==> config.mk <==
export PLATFORM = sky130hd
export DESIGN_NAME = positional_list_engine
export DESIGN_NICKNAME = d
export VERILOG_FILES = /design/src/rtl/ple_pkg.sv /design/src/rtl/positional_list_engine.sv
export VERILOG_INCLUDE_DIRS = /design/src /design/src/rtl
export SDC_FILE = /design/constraint.sdc
export NUM_CORES = 2
export LEC_CHECK = 0
export ABC_AREA = 1
export BUFFER_PORTS_ARGS = -buffer_cell sky130_fd_sc_hd__buf_2
export CAP_MARGIN = 30
export CORE_UTILIZATION = 45
export DETAILED_ROUTE_END_ITERATION = 8
export PLACE_DENSITY_LB_ADDON = 0.05
export SYNTH_ARGS = -nofsm -noshare
export SYNTH_HDL_FRONTEND = slang
export SYNTH_SLANG_ARGS = --single-unit
export TNS_END_PERCENT = 20
==> constraint.sdc <==
create_clock -name clk -period 7.1 [get_ports clk]
set_input_delay 0.71 -clock clk [delete_from_list [all_inputs] [get_ports clk]]
set_output_delay 0.71 -clock clk [all_outputs]
set_load 0.03 [all_outputs]
==> src/rtl/positional_list_engine_assert.svh <==
`ifndef POSITIONAL_LIST_ENGINE_ASSERT_SVH
`define POSITIONAL_LIST_ENGINE_ASSERT_SVH

// Same-cycle implication, checked on every edge outside reset.
`define PLE_ASSERT_NOW(label, ante, cons, msg) \
    label: assert property (@(posedge clk) disable iff (!rst_n) (ante) |-> (cons)) \
        else $error(msg);

// Next-cycle implication.
`define PLE_ASSERT_NEXT(label, ante, cons, msg) \
    label: assert property (@(posedge clk) disable iff (!rst_n) (ante) |=> (cons)) \
        else $error(msg);

`endif

==> src/rtl/ple_pkg.sv <==
package ple_pkg;

    localparam int CAPACITY   = 64;
    localparam int DATA_WIDTH = 32;

    localparam int POS_W      = 7;
    localparam int ENTRY_W    = 32;
    localparam int LEN_W      = 7;
    localparam int OUT_DATA_W = 32;
    localparam int KIND_W     = 3;

    localparam int ADDR_W = (CAPACITY > 1) ? $clog2(CAPACITY) : 1;
    localparam int CNT_W  = $clog2(CAPACITY + 1);
    localparam int CMP_W  = ((CNT_W > POS_W) ? CNT_W : POS_W) + 1;
    localparam int XW     = (DATA_WIDTH > ENTRY_W) ? DATA_WIDTH : ENTRY_W;

    localparam int S_TDATA_W = ((POS_W + ENTRY_W + 7) / 8) * 8;
    localparam int M_FIELD_W = 1 + OUT_DATA_W + LEN_W + 1;
    localparam int M_TDATA_W = ((M_FIELD_W + 7) / 8) * 8;

    typedef logic [ADDR_W-1:0]     addr_t;
    typedef logic [CNT_W-1:0]      cnt_t;
    typedef logic [CMP_W-1:0]      cmp_t;
    typedef logic [DATA_WIDTH-1:0] word_t;

    typedef enum logic [KIND_W-1:0] {
        KIND_INSERT  = 3'd0,
        KIND_REMOVE  = 3'd1,
        KIND_READ    = 3'd2,
        KIND_REPLACE = 3'd3,
        KIND_CLEAR   = 3'd4,
        KIND_STATUS  = 3'd5
    } kind_t;

    typedef enum logic [2:0] {
        S_IDLE,
        S_MOVE,
        S_FIN,
        S_RDATA,
        S_DONE
    } state_t;

    function automatic word_t to_word(input logic [ENTRY_W-1:0] e);
        logic [XW-1:0] t;
        t = XW'(e);
        return t[DATA_WIDTH-1:0];
    endfunction

    function automatic logic [OUT_DATA_W-1:0] to_out(input word_t w);
        logic [XW-1:0] t;
        t = XW'(w);
        return t[OUT_DATA_W-1:0];
    endfunction

    function automatic logic [LEN_W-1:0] to_len(input cnt_t c);
        cmp_t t;
        t = CMP_W'(c);
        return t[LEN_W-1:0];
    endfunction

endpackage

==> src/rtl/positional_list_engine.sv <==
// Positional list engine: a bounded ordered list with 1-based positions.
// Input channel s_*: one command per transfer (insert, remove, read, replace,
// clear, status). Output channel m_*: exactly one result per command, in order.
// Entries live in a single-port-write, one-read synchronous RAM with registered read.
// Insert and remove move the tail of the list one entry per cycle through the
// RAM: a read is issued each cycle and the word read the cycle before is
// written one slot up or down. A move passes through S_MOVE, then S_FIN and
// S_DONE; the longest move, and so the slowest result, comes from an insert at
// position 1 into a list one short of full, or a remove at position 1 when full.
// Insert at the tail passes through S_FIN, read and replace through S_RDATA;
// removing the last entry, clear, status and failed commands go to S_DONE directly.
// One command is processed at a time; s_tready is high while the engine idles,
// including while a previous result still waits in the output register. The
// next transfer can be taken in the same cycle as a result turns valid.
// If the receiver stalls, the finished result holds in the engine until the
// output register frees up; no result is dropped.
// Reset empties the list (count 0) and drops any pending result. RAM contents
// are not cleared; slots beyond the count are never read.
module positional_list_engine
(
    input  logic                          clk,
    input  logic                          rst_n,
    input  logic                          s_tvalid,
    output logic                          s_tready,
    // [6:0] position, [38:7] entry, [39] zero
    input  logic [ple_pkg::S_TDATA_W-1:0] s_tdata,
    // [2:0] kind
    input  logic [ple_pkg::KIND_W-1:0]    s_tuser,
    output logic                          m_tvalid,
    input  logic                          m_tready,
    // [0] ok, [32:1] data_out, [39:33] length, [40] empty_res, [47:41] zero
    output logic [ple_pkg::M_TDATA_W-1:0] m_tdata
);

    ple_pkg::state_t state_reg, state_next;
    ple_pkg::cnt_t   count_reg, count_next;

    // move sequencer
    ple_pkg::addr_t  ra_reg, ra_next;     // next RAM read address
    ple_pkg::addr_t  end_reg, end_next;   // last read address of the move
    ple_pkg::addr_t  wa_reg, wa_next;     // target of the word read last cycle
    logic            issue_reg, issue_next;
    logic            pend_reg, pend_next;
    logic            up_reg, up_next;     // 1: entries move up (insert)
    ple_pkg::addr_t  fin_addr_reg, fin_addr_next;
    ple_pkg::word_t  val_reg, val_next;

    logic            res_ok_reg, res_ok_next;
    ple_pkg::word_t  res_data_reg, res_data_next;

    logic                          m_tvalid_reg, m_tvalid_next;
    logic [ple_pkg::M_TDATA_W-1:0] m_tdata_reg, m_tdata_next;

    // RAM port signals
    ple_pkg::word_t  mem [ple_pkg::CAPACITY];
    ple_pkg::word_t  rdata_reg;
    logic            mem_we, mem_re;
    ple_pkg::addr_t  mem_wa, mem_ra;
    ple_pkg::word_t  mem_wd;

    // command decode
    logic [ple_pkg::POS_W-1:0]   in_pos;
    logic [ple_pkg::ENTRY_W-1:0] in_entry;
    ple_pkg::kind_t              in_kind;
    ple_pkg::cmp_t               pos_c, cnt_c;
    logic                        in_list, ins_ok;
    ple_pkg::addr_t              pos_addr, cnt_addr, pos_next_addr;
    logic                        out_free;

    assign in_pos   = s_tdata[ple_pkg::POS_W-1:0];
    assign in_entry = s_tdata[ple_pkg::POS_W +: ple_pkg::ENTRY_W];
    assign in_kind  = ple_pkg::kind_t'(s_tuser);

    assign pos_c = ple_pkg::CMP_W'(in_pos);
    assign cnt_c = ple_pkg::CMP_W'(count_reg);

    assign in_list = (pos_c != '0) && (pos_c <= cnt_c);
    assign ins_ok  = (pos_c != '0) && (pos_c <= cnt_c + 1'b1)
                     && (cnt_c < ple_pkg::CMP_W'(ple_pkg::CAPACITY));

    assign pos_addr      = ple_pkg::addr_t'(pos_c - 1'b1);
    assign cnt_addr      = ple_pkg::addr_t'(cnt_c - 1'b1);
    assign pos_next_addr = ple_pkg::addr_t'(pos_c);

    assign out_free = !m_tvalid_reg || m_tready;

    assign s_tready = (state_reg == ple_pkg::S_IDLE);
    assign m_tvalid = m_tvalid_reg;
    assign m_tdata  = m_tdata_reg;

    always_comb
    begin
        state_next    = state_reg;
        count_next    = count_reg;
        ra_next       = ra_reg;
        end_next      = end_reg;
        wa_next       = wa_reg;
        issue_next    = issue_reg;
        pend_next     = pend_reg;
        up_next       = up_reg;
        fin_addr_next = fin_addr_reg;
        val_next      = val_reg;
        res_ok_next   = res_ok_reg;
        res_data_next = res_data_reg;
        m_tvalid_next = m_tvalid_reg && !m_tready;
        m_tdata_next  = m_tdata_reg;
        mem_we        = 1'b0;
        mem_wa        = wa_reg;
        mem_wd        = rdata_reg;
        mem_re        = 1'b0;
        mem_ra        = ra_reg;

        unique case (state_reg)
            ple_pkg::S_IDLE:
            begin
                if (s_tvalid)
                begin
                    res_ok_next   = 1'b0;
                    res_data_next = '0;
                    state_next    = ple_pkg::S_DONE;
                    unique case (in_kind)
                        ple_pkg::KIND_INSERT:
                        begin
                            if (ins_ok)
                            begin
                                res_ok_next   = 1'b1;
                                count_next    = count_reg + 1'b1;
                                val_next      = ple_pkg::to_word(in_entry);
                                fin_addr_next = pos_addr;
                                up_next       = 1'b1;
                                if (pos_c <= cnt_c)
                                begin
                                    ra_next    = cnt_addr;
                                    end_next   = pos_addr;
                                    issue_next = 1'b1;
                                    pend_next  = 1'b0;
                                    state_next = ple_pkg::S_MOVE;
                                end
                                else
                                begin
                                    state_next = ple_pkg::S_FIN;
                                end
                            end
                        end
                        ple_pkg::KIND_REMOVE:
                        begin
                            if (in_list)
                            begin
                                res_ok_next = 1'b1;
                                count_next  = count_reg - 1'b1;
                                up_next     = 1'b0;
                                if (pos_c < cnt_c)
                                begin
                                    ra_next    = pos_next_addr;
                                    end_next   = cnt_addr;
                                    issue_next = 1'b1;
                                    pend_next  = 1'b0;
                                    state_next = ple_pkg::S_MOVE;
                                end
                            end
                        end
                        ple_pkg::KIND_READ:
                        begin
                            if (in_list)
                            begin
                                res_ok_next = 1'b1;
                                mem_re      = 1'b1;
                                mem_ra      = pos_addr;
                                state_next  = ple_pkg::S_RDATA;
                            end
                        end
                        ple_pkg::KIND_REPLACE:
                        begin
                            // RAM is read-first: the old word comes back next cycle
                            if (in_list)
                            begin
                                res_ok_next = 1'b1;
                                mem_re      = 1'b1;
                                mem_ra      = pos_addr;
                                mem_we      = 1'b1;
                                mem_wa      = pos_addr;
                                mem_wd      = ple_pkg::to_word(in_entry);
                                state_next  = ple_pkg::S_RDATA;
                            end
                        end
                        ple_pkg::KIND_CLEAR:
                        begin
                            res_ok_next = 1'b1;
                            count_next  = '0;
                        end
                        ple_pkg::KIND_STATUS:
                        begin
                            res_ok_next = 1'b1;
                        end
                        default:
                        begin
                            res_ok_next = 1'b0;
                        end
                    endcase
                end
            end

            ple_pkg::S_MOVE:
            begin
                // write back the word fetched last cycle, fetch the next one
                mem_we = pend_reg;
                if (issue_reg)
                begin
                    mem_re    = 1'b1;
                    pend_next = 1'b1;
                    wa_next   = up_reg ? ra_reg + 1'b1 : ra_reg - 1'b1;
                    if (ra_reg == end_reg)
                    begin
                        issue_next = 1'b0;
                    end
                    else
                    begin
                        ra_next = up_reg ? ra_reg - 1'b1 : ra_reg + 1'b1;
                    end
                end
                else
                begin
                    pend_next  = 1'b0;
                    state_next = ple_pkg::S_FIN;
                end
            end

            ple_pkg::S_FIN:
            begin
                mem_we     = up_reg;
                mem_wa     = fin_addr_reg;
                mem_wd     = val_reg;
                state_next = ple_pkg::S_DONE;
            end

            ple_pkg::S_RDATA:
            begin
                res_data_next = rdata_reg;
                state_next    = ple_pkg::S_DONE;
            end

            ple_pkg::S_DONE:
            begin
                if (out_free)
                begin
                    m_tvalid_next = 1'b1;
                    m_tdata_next  = ple_pkg::M_TDATA_W'({
                        (count_reg == '0),
                        ple_pkg::to_len(count_reg),
                        ple_pkg::to_out(res_data_reg),
                        res_ok_reg});
                    state_next    = ple_pkg::S_IDLE;
                end
            end

            default:
            begin
                state_next = ple_pkg::S_IDLE;
            end
        endcase
    end

    always_ff @(posedge clk or negedge rst_n)
    begin
        if (!rst_n)
        begin
            state_reg    <= ple_pkg::S_IDLE;
            count_reg    <= '0;
            issue_reg    <= 1'b0;
            pend_reg     <= 1'b0;
            m_tvalid_reg <= 1'b0;
        end
        else
        begin
            state_reg    <= state_next;
            count_reg    <= count_next;
            issue_reg    <= issue_next;
            pend_reg     <= pend_next;
            m_tvalid_reg <= m_tvalid_next;
        end
    end

    always_ff @(posedge clk)
    begin
        ra_reg       <= ra_next;
        end_reg      <= end_next;
        wa_reg       <= wa_next;
        up_reg       <= up_next;
        fin_addr_reg <= fin_addr_next;
        val_reg      <= val_next;
        res_ok_reg   <= res_ok_next;
        res_data_reg <= res_data_next;
        m_tdata_reg  <= m_tdata_next;
    end

    // entry RAM, read-first
    always_ff @(posedge clk)
    begin
        if (mem_re)
        begin
            rdata_reg <= mem[mem_ra];
        end
        if (mem_we)
        begin
            mem[mem_wa] <= mem_wd;
        end
    end

`include "positional_list_engine_assert.svh"

    `PLE_ASSERT_NOW(a_count_bound, 1'b1,
        count_reg <= ple_pkg::CNT_W'(ple_pkg::CAPACITY), "count above capacity")

    `PLE_ASSERT_NOW(a_move_no_overlap, mem_we && mem_re && (state_reg == ple_pkg::S_MOVE),
        mem_wa != mem_ra, "move reads and writes the same slot")

    `PLE_ASSERT_NEXT(a_accept_busy, s_tvalid && s_tready,
        state_reg != ple_pkg::S_IDLE, "command accepted but engine stayed idle")

    `PLE_ASSERT_NEXT(a_result_load, (state_reg == ple_pkg::S_DONE) && out_free,
        m_tvalid_reg && (state_reg == ple_pkg::S_IDLE), "finished result not presented")

endmodule
After elaboration in Yosys (flattened, before gate mapping)
Memories as Yosys holds them, arrays and structs flattened. A register that Yosys moved wholly into a read port is not among the register bits.
Index checks and enable logic that the tools add are counted.
Widths: inputs -> output; s select.
- add/sub/neg operators: 7
- magnitude comparators: 4
- eq/ne operators: 24
- reductions and logical operators: 30
- muxes and demuxes: 76
- operator list (kind ; count):
    $mux 32 ; 4
    $pmux 32 s2 ; 2
    $mux 6 ; 20
    $pmux 6 s2 ; 4
    $mux 1 ; 25
    $mux 3 ; 7
    $pmux 7 s3 ; 1
    $ne 2x2->1 const B ; 9
    $sub 6x1->6 const B ; 3
    $mux 7 ; 2
    $reduce_and 7->1 ; 2
    $eq 3x2->1 const B ; 4
    $ne 3x3->1 const B ; 4
    $pmux 1 s2 ; 6
    $pmux 3 s4 ; 1
    $reduce_and 5->1 ; 2
    $eq 3x3->1 const B ; 3
    $pmux 3 s3 ; 1
    $reduce_and 9->1 ; 1
    $add 7x1->8 const B ; 1
    $le 7x8->1 ; 1
    $reduce_and 2->1 ; 4
    $reduce_bool 8->1 ; 1
    $add 7x1->7 const B ; 1
    other kinds (21) ; 32
- bits in writable memories: 2048
- memories: 1
- logic and storage cells: 156
- input port bits: 47
- register bits after elaboration: 144
- memory list (memory ; words ; width ; read ports ; clocked after memory_dff ; write ports ; line ; source):
    mem ; 64 ; 32 ; 1 ; 1 ; 1 ; positional_list_engine.sv:55 ; ple_pkg::word_t mem [ple_pkg::CAPACITY];

Depth between registers and ports, before layout
- word-level depth: 8
- depth in mapped cells: 22
- mapped depth without buffers: 20

Worst setup path before layout
Ideal clock, no wire load.
- path type: input-to-reg
- from: input port s_tdata[0] (netlist bit)
- to: memory mem[48][0] (netlist bit), enable pin
- path buffers: 0
- path slack: 1.866 ns
- cell stages on the path: 15
- setup time: 0.461 ns
- arrival: 4.773 ns
- cells stage by stage: inv_1 ha_1 inv_1 nand4_2 a21oi_4 nand3b_2 inv_1 a21oi_1 o21ai_0 nand2_1 o21ai_0 nand2_1 inv_1 nand2_1 nor3_1
- cells in the longest elaborated chain, start to end: 8
- elaborated cells on any way between the ends: 14
- those cells by class: add/sub: 1; order compare: 1; mux: 10; reduce/logical: 2
- ends and longest elaborated chain (element ; line ; source):
    start: declaration ; positional_list_engine.sv:26 ; input logic [ple_pkg::S_TDATA_W-1:0] s_tdata,
    $le 7x7->1 / $reduce_bool 8->1 (equally long branches) ; positional_list_engine.sv:77 ; assign in_list = (pos_c != '0) && (pos_c <= cnt_c);
    $logic_and 1x1->1 ; positional_list_engine.sv:77 ;
    $mux 1 ; positional_list_engine.sv:175 ; if (in_list)
    $mux 1 ; positional_list_engine.sv:121 ; unique case (in_kind)
    $mux 1 ; positional_list_engine.sv:116 ; if (s_tvalid)
    $pmux 1 s3 ; positional_list_engine.sv:113 ; unique case (state_reg)
    $mux 1 ; positional_list_engine.sv:303 ; if (mem_we)
    $mux 1 (not written as such) ; positional_list_engine.sv:305 ; mem[mem_wa] <= mem_wd;
    end: declaration ; positional_list_engine.sv:55 ;
Parallel ways exist; a longest one is shown, timed or not.

Worst setup path after layout
- from: register state_reg[1]
- to: register rdata_reg[28] (read register of mem), data pin
- cells in the longest elaborated chain, start to end: 2
- elaborated cells on any way between the ends: 4
- those cells by class: eq/ne: 1; mux: 2; reduce/logical: 1
- ends and longest elaborated chain (element ; line ; source):
    start: declaration ; positional_list_engine.sv:35 ; ple_pkg::state_t state_reg, state_next;
    start signal: assignment ; positional_list_engine.sv:267 ; state_reg <= ple_pkg::S_IDLE;
    start signal: assignment ; positional_list_engine.sv:275 ; state_reg <= state_next;
    $eq 3x1->1 / $logic_not 3->1 (equally long branches) ; positional_list_engine.sv:113 ;
    $pmux 1 s2 / $mux 6 (equally long branches) ; positional_list_engine.sv:113 ;
    end: declaration ; positional_list_engine.sv:56 ; ple_pkg::word_t rdata_reg;
Parallel ways exist; a longest one is shown, timed or not.
A chain may end at the register's enable or synchronous reset.

==> run metrics <==
synth-to-layout area growth=12.0%; CTS Sinks=2224; clock skew=30.0 ps; post-route setup slack=1810 ps; Synth Register Bits=2224; Hold Path End=val_reg[21]$_DFFE_PP_; required time worst endpoint=7660 ps; Net Sw Power=22.1 mW; Residual DRC=0; CTS clk-pin slew, worst paths=60 ps; vias per cell=5.28; cells after synthesis=9380; Final Net Count=9510; Largest register FFs=2048; EDFF count, synth=2211; Crit. End Element=register; CTS tree=built; Initial Util=0.455; Hold Crit Start=s_tdata[28]; Max clock buf depth=3; Sequential Power Share=0.363; clock period minus worst slack=5290 ps; num rows=170; Warnings, synthesis=0; Post-DP Area=102000 sq um; crit share post-route=0.745; Placer Congestion=0.904; Finished Layout Cells=12.5k; Worst R2R Path Depth=15; internal power=29.5 mW; Comb pwr share=0.412; critical path peak fanout=123; per-cell routed wire length=23.6 um; Worst R2R Setup Slack=1810 ps; core area=215000 sq um; Synth cell types=43; cell area after layout=110000 sq um; GRT Residual Overflow=0; CTS resizes=0; PwrDens=470 nW/um^2; crit start category=register; I/O Pins=97; PortBufs=88; mapped cell area=98000 sq um; area of the die=220000 sq um; initial antenna violation count=15; Slew Limit Fails=0; Tot Pwr=51.6 mW; Avg Inst Size Synth=10.4 sq um; leak pwr=45.6 nW; DR vias=65.8k; unrepaired setup endpoints after global routing=no; Switching Fraction=0.428; highest clock rate=0.189 GHz; worst slack, placed=1740 ps; largest net degree at the start of global routing=185; layout cells sized above 1=0.0730; CTS root buf=clkbuf_16; total negative slack=0 ps; Final setup viols=0; critical setup path kind=reg -> reg; latest clock arrival within the worst-skew pair=870 ps; Reg2Reg Launch Point=state_reg[1]$_DFFE_PN0P_; filler instances=19.2k; die span in x=469 um; status=completed; Iteration-0 DRC Markers=6478; VDD IR-drop max=0.481 mV; Hold Path Class=in -> reg; Fin. Hold Viols=0; Post-DP HPWL=154000 um; Inst Count DP=12.0k; global-route wire length before repair=430000 um; CP Data Arrival Time=5850 ps; Total GRT Usage=0.269; CTS Buf Count=236; H-tree levels=4; max_slew headroom=0.176; Slew @ Worst Pin=1240 ps; via count of the first global-routing pass=61.6k; Seq/Total Area, Yosys=0.681; TritonRoute pass-1 iters=6; DRT antenna net count=0; clock network power share=0.225; Post-Route WL=295000 um; max-cap viol count=0; postcts setup bufs=0; dominant synthesized flop cell=edfxtp_1; hold path depth=1; die span in y=469 um; Reg-to-Reg End=rdata_reg[28]$_DFFE_PP_; async set or reset register ratio after synthesis=0.00585
-- cell usage in the layout (no fill, tap or decap), types with 23 or more instances in the layout --
cell type,Yosys,routed
ha_1,26,26
buf_12,0,33
nand3_1,2202,2202
edfxtp_1,2211,2211
buf_4,15,178
clkbuf_16,0,237
inv_1,1926,1925
buf_2,265,88
clkbuf_1,178,62
a21oi_1,50,50
nor2_1,141,78
clkinv_2,0,42
clkinv_1,3,62
o21ai_0,73,71
o211ai_1,34,34
nand3b_1,96,96
nand2_1,2001,1996
xor2_1,23,23
dlygate4sd3_1,0,31
nor2_4,2,64
-- worst max-delay path by stage --
stage | start | end | slack, ps | cells after the start
2_1_floorplan | s_tdata[0] | mem[48][0]$_DFFE_PP_ | 1870 | 15
3_3_place_gp | s_tdata[0] | mem[11][6]$_DFFE_PP_ | 1750 | 17
3_5_place_dp | s_tdata[0] | mem[40][22]$_DFFE_PP_ | 1740 | 17
4_1_cts | state_reg[1]$_DFFE_PN0P_ | rdata_reg[29]$_DFFE_PP_ | 1840 | 15
5_1_grt | count_reg[0]$_DFFE_PN0P_ | mem[40][15]$_DFFE_PP_ | 1580 | 14
6_report | state_reg[1]$_DFFE_PN0P_ | rdata_reg[28]$_DFFE_PP_ | 1810 | 15
-- logic make-up (layout without fill, tap and decap cells) --
group | count (synthesis) | in the layout | share of synthesized area
compound gates | 175 | 175 | 0.0104
xor+xnor | 28 | 28 | 0.00250
fa+ha+maj | 27 | 27 | 0.00353
buf+inv | 2452 | 2691 | 0.0979
flops | 2224 | 2224 | 0.681
mux | 1 | 1 | 0.000102
other cells | 1 | 16 | 0.0000383
simple gates | 4472 | 4472 | 0.204
-- per-layer routing --
metal / track usage / wire (um)
met1: 0.389 / 134000
met2: 0.421 / 133000
met3: 0.0309 / 17400
met4: 0.0960 / 10600
met5: 0 / 0
-- final cells by class --
| class | count | area (sq um) | area share |
|---|---|---|---|
| Antenna cell | 9 | 22.5 | 0.000205 |
| Clock buffer | 299 | 6160 | 0.0562 |
| Clock inverter | 128 | 976 | 0.00890 |
| Inverter | 1934 | 7280 | 0.0664 |
| Multi-Input combinational cell | 4710 | 22200 | 0.203 |
| Sequential cell | 2224 | 66700 | 0.608 |
| Tap cell | 2838 | 3550 | 0.0324 |
| Timing Repair Buffer | 330 | 2750 | 0.0250 |
-- stage by stage --
step | util | hold slack, ps
after floorplan | - | 400
after global placement | 0.474 | 401
after detailed placement | 0.474 | 405
after CTS | 0.509 | 0.294
after global routing | 0.509 | 31.1
final | 0.509 | 68.5
-- power groups by stage --
stage                     combinational, mW  clock (mW)  sequential, mW
after floorplan                        11.5           0            19.4
after global placement                 20.9           0            19.0
after detailed placement               21.1           0            19.0
after CTS                              21.2        11.8            18.7
after global routing                   22.8        12.3            18.8
final                                  21.3        11.6            18.7
-- synth_stat cells, drive strengths merged (4+ instances only) --
cell / count / share of area
dfrtp: 13 / 0.0033
a21oi: 52 / 0.0028
xor2: 23 / 0.0021
clkbuf: 178 / 0.0068
ha: 26 / 0.0033
o21ai: 76 / 0.0039
edfxtp: 2211 / 0.68
nand3b: 97 / 0.0075
nand3: 2202 / 0.11
o211ai: 34 / 0.0026
inv: 1931 / 0.074
o22ai: 4 / 0.00032
buf: 340 / 0.017
xnor2: 5 / 0.00045
nor2: 144 / 0.0057
nand2: 2005 / 0.077
nand4: 13 / 0.0012
nor3: 9 / 0.00046
-- worst max-delay path, cell delays in order (launching register included) --
cell     delay, ps
dfrtp_1        320
buf_4          440
inv_2           90
nand2_2        710
nor2_4         130
nand4_4        240
nand2_4        300
nand2_8        740
buf_12         550
nand2_1        100
nand3_1        110
nand3_1        110
nand3_1        210
nand3_1        340
nand3_1        200
nand2_1        200
-- repair_timing --
item,CTS,global route
hold buffers,31,0
endpoints found under the hold margin,43,0
setup endpoints to repair,0,0
Note: power is estimated with default switching activity, not from simulation.
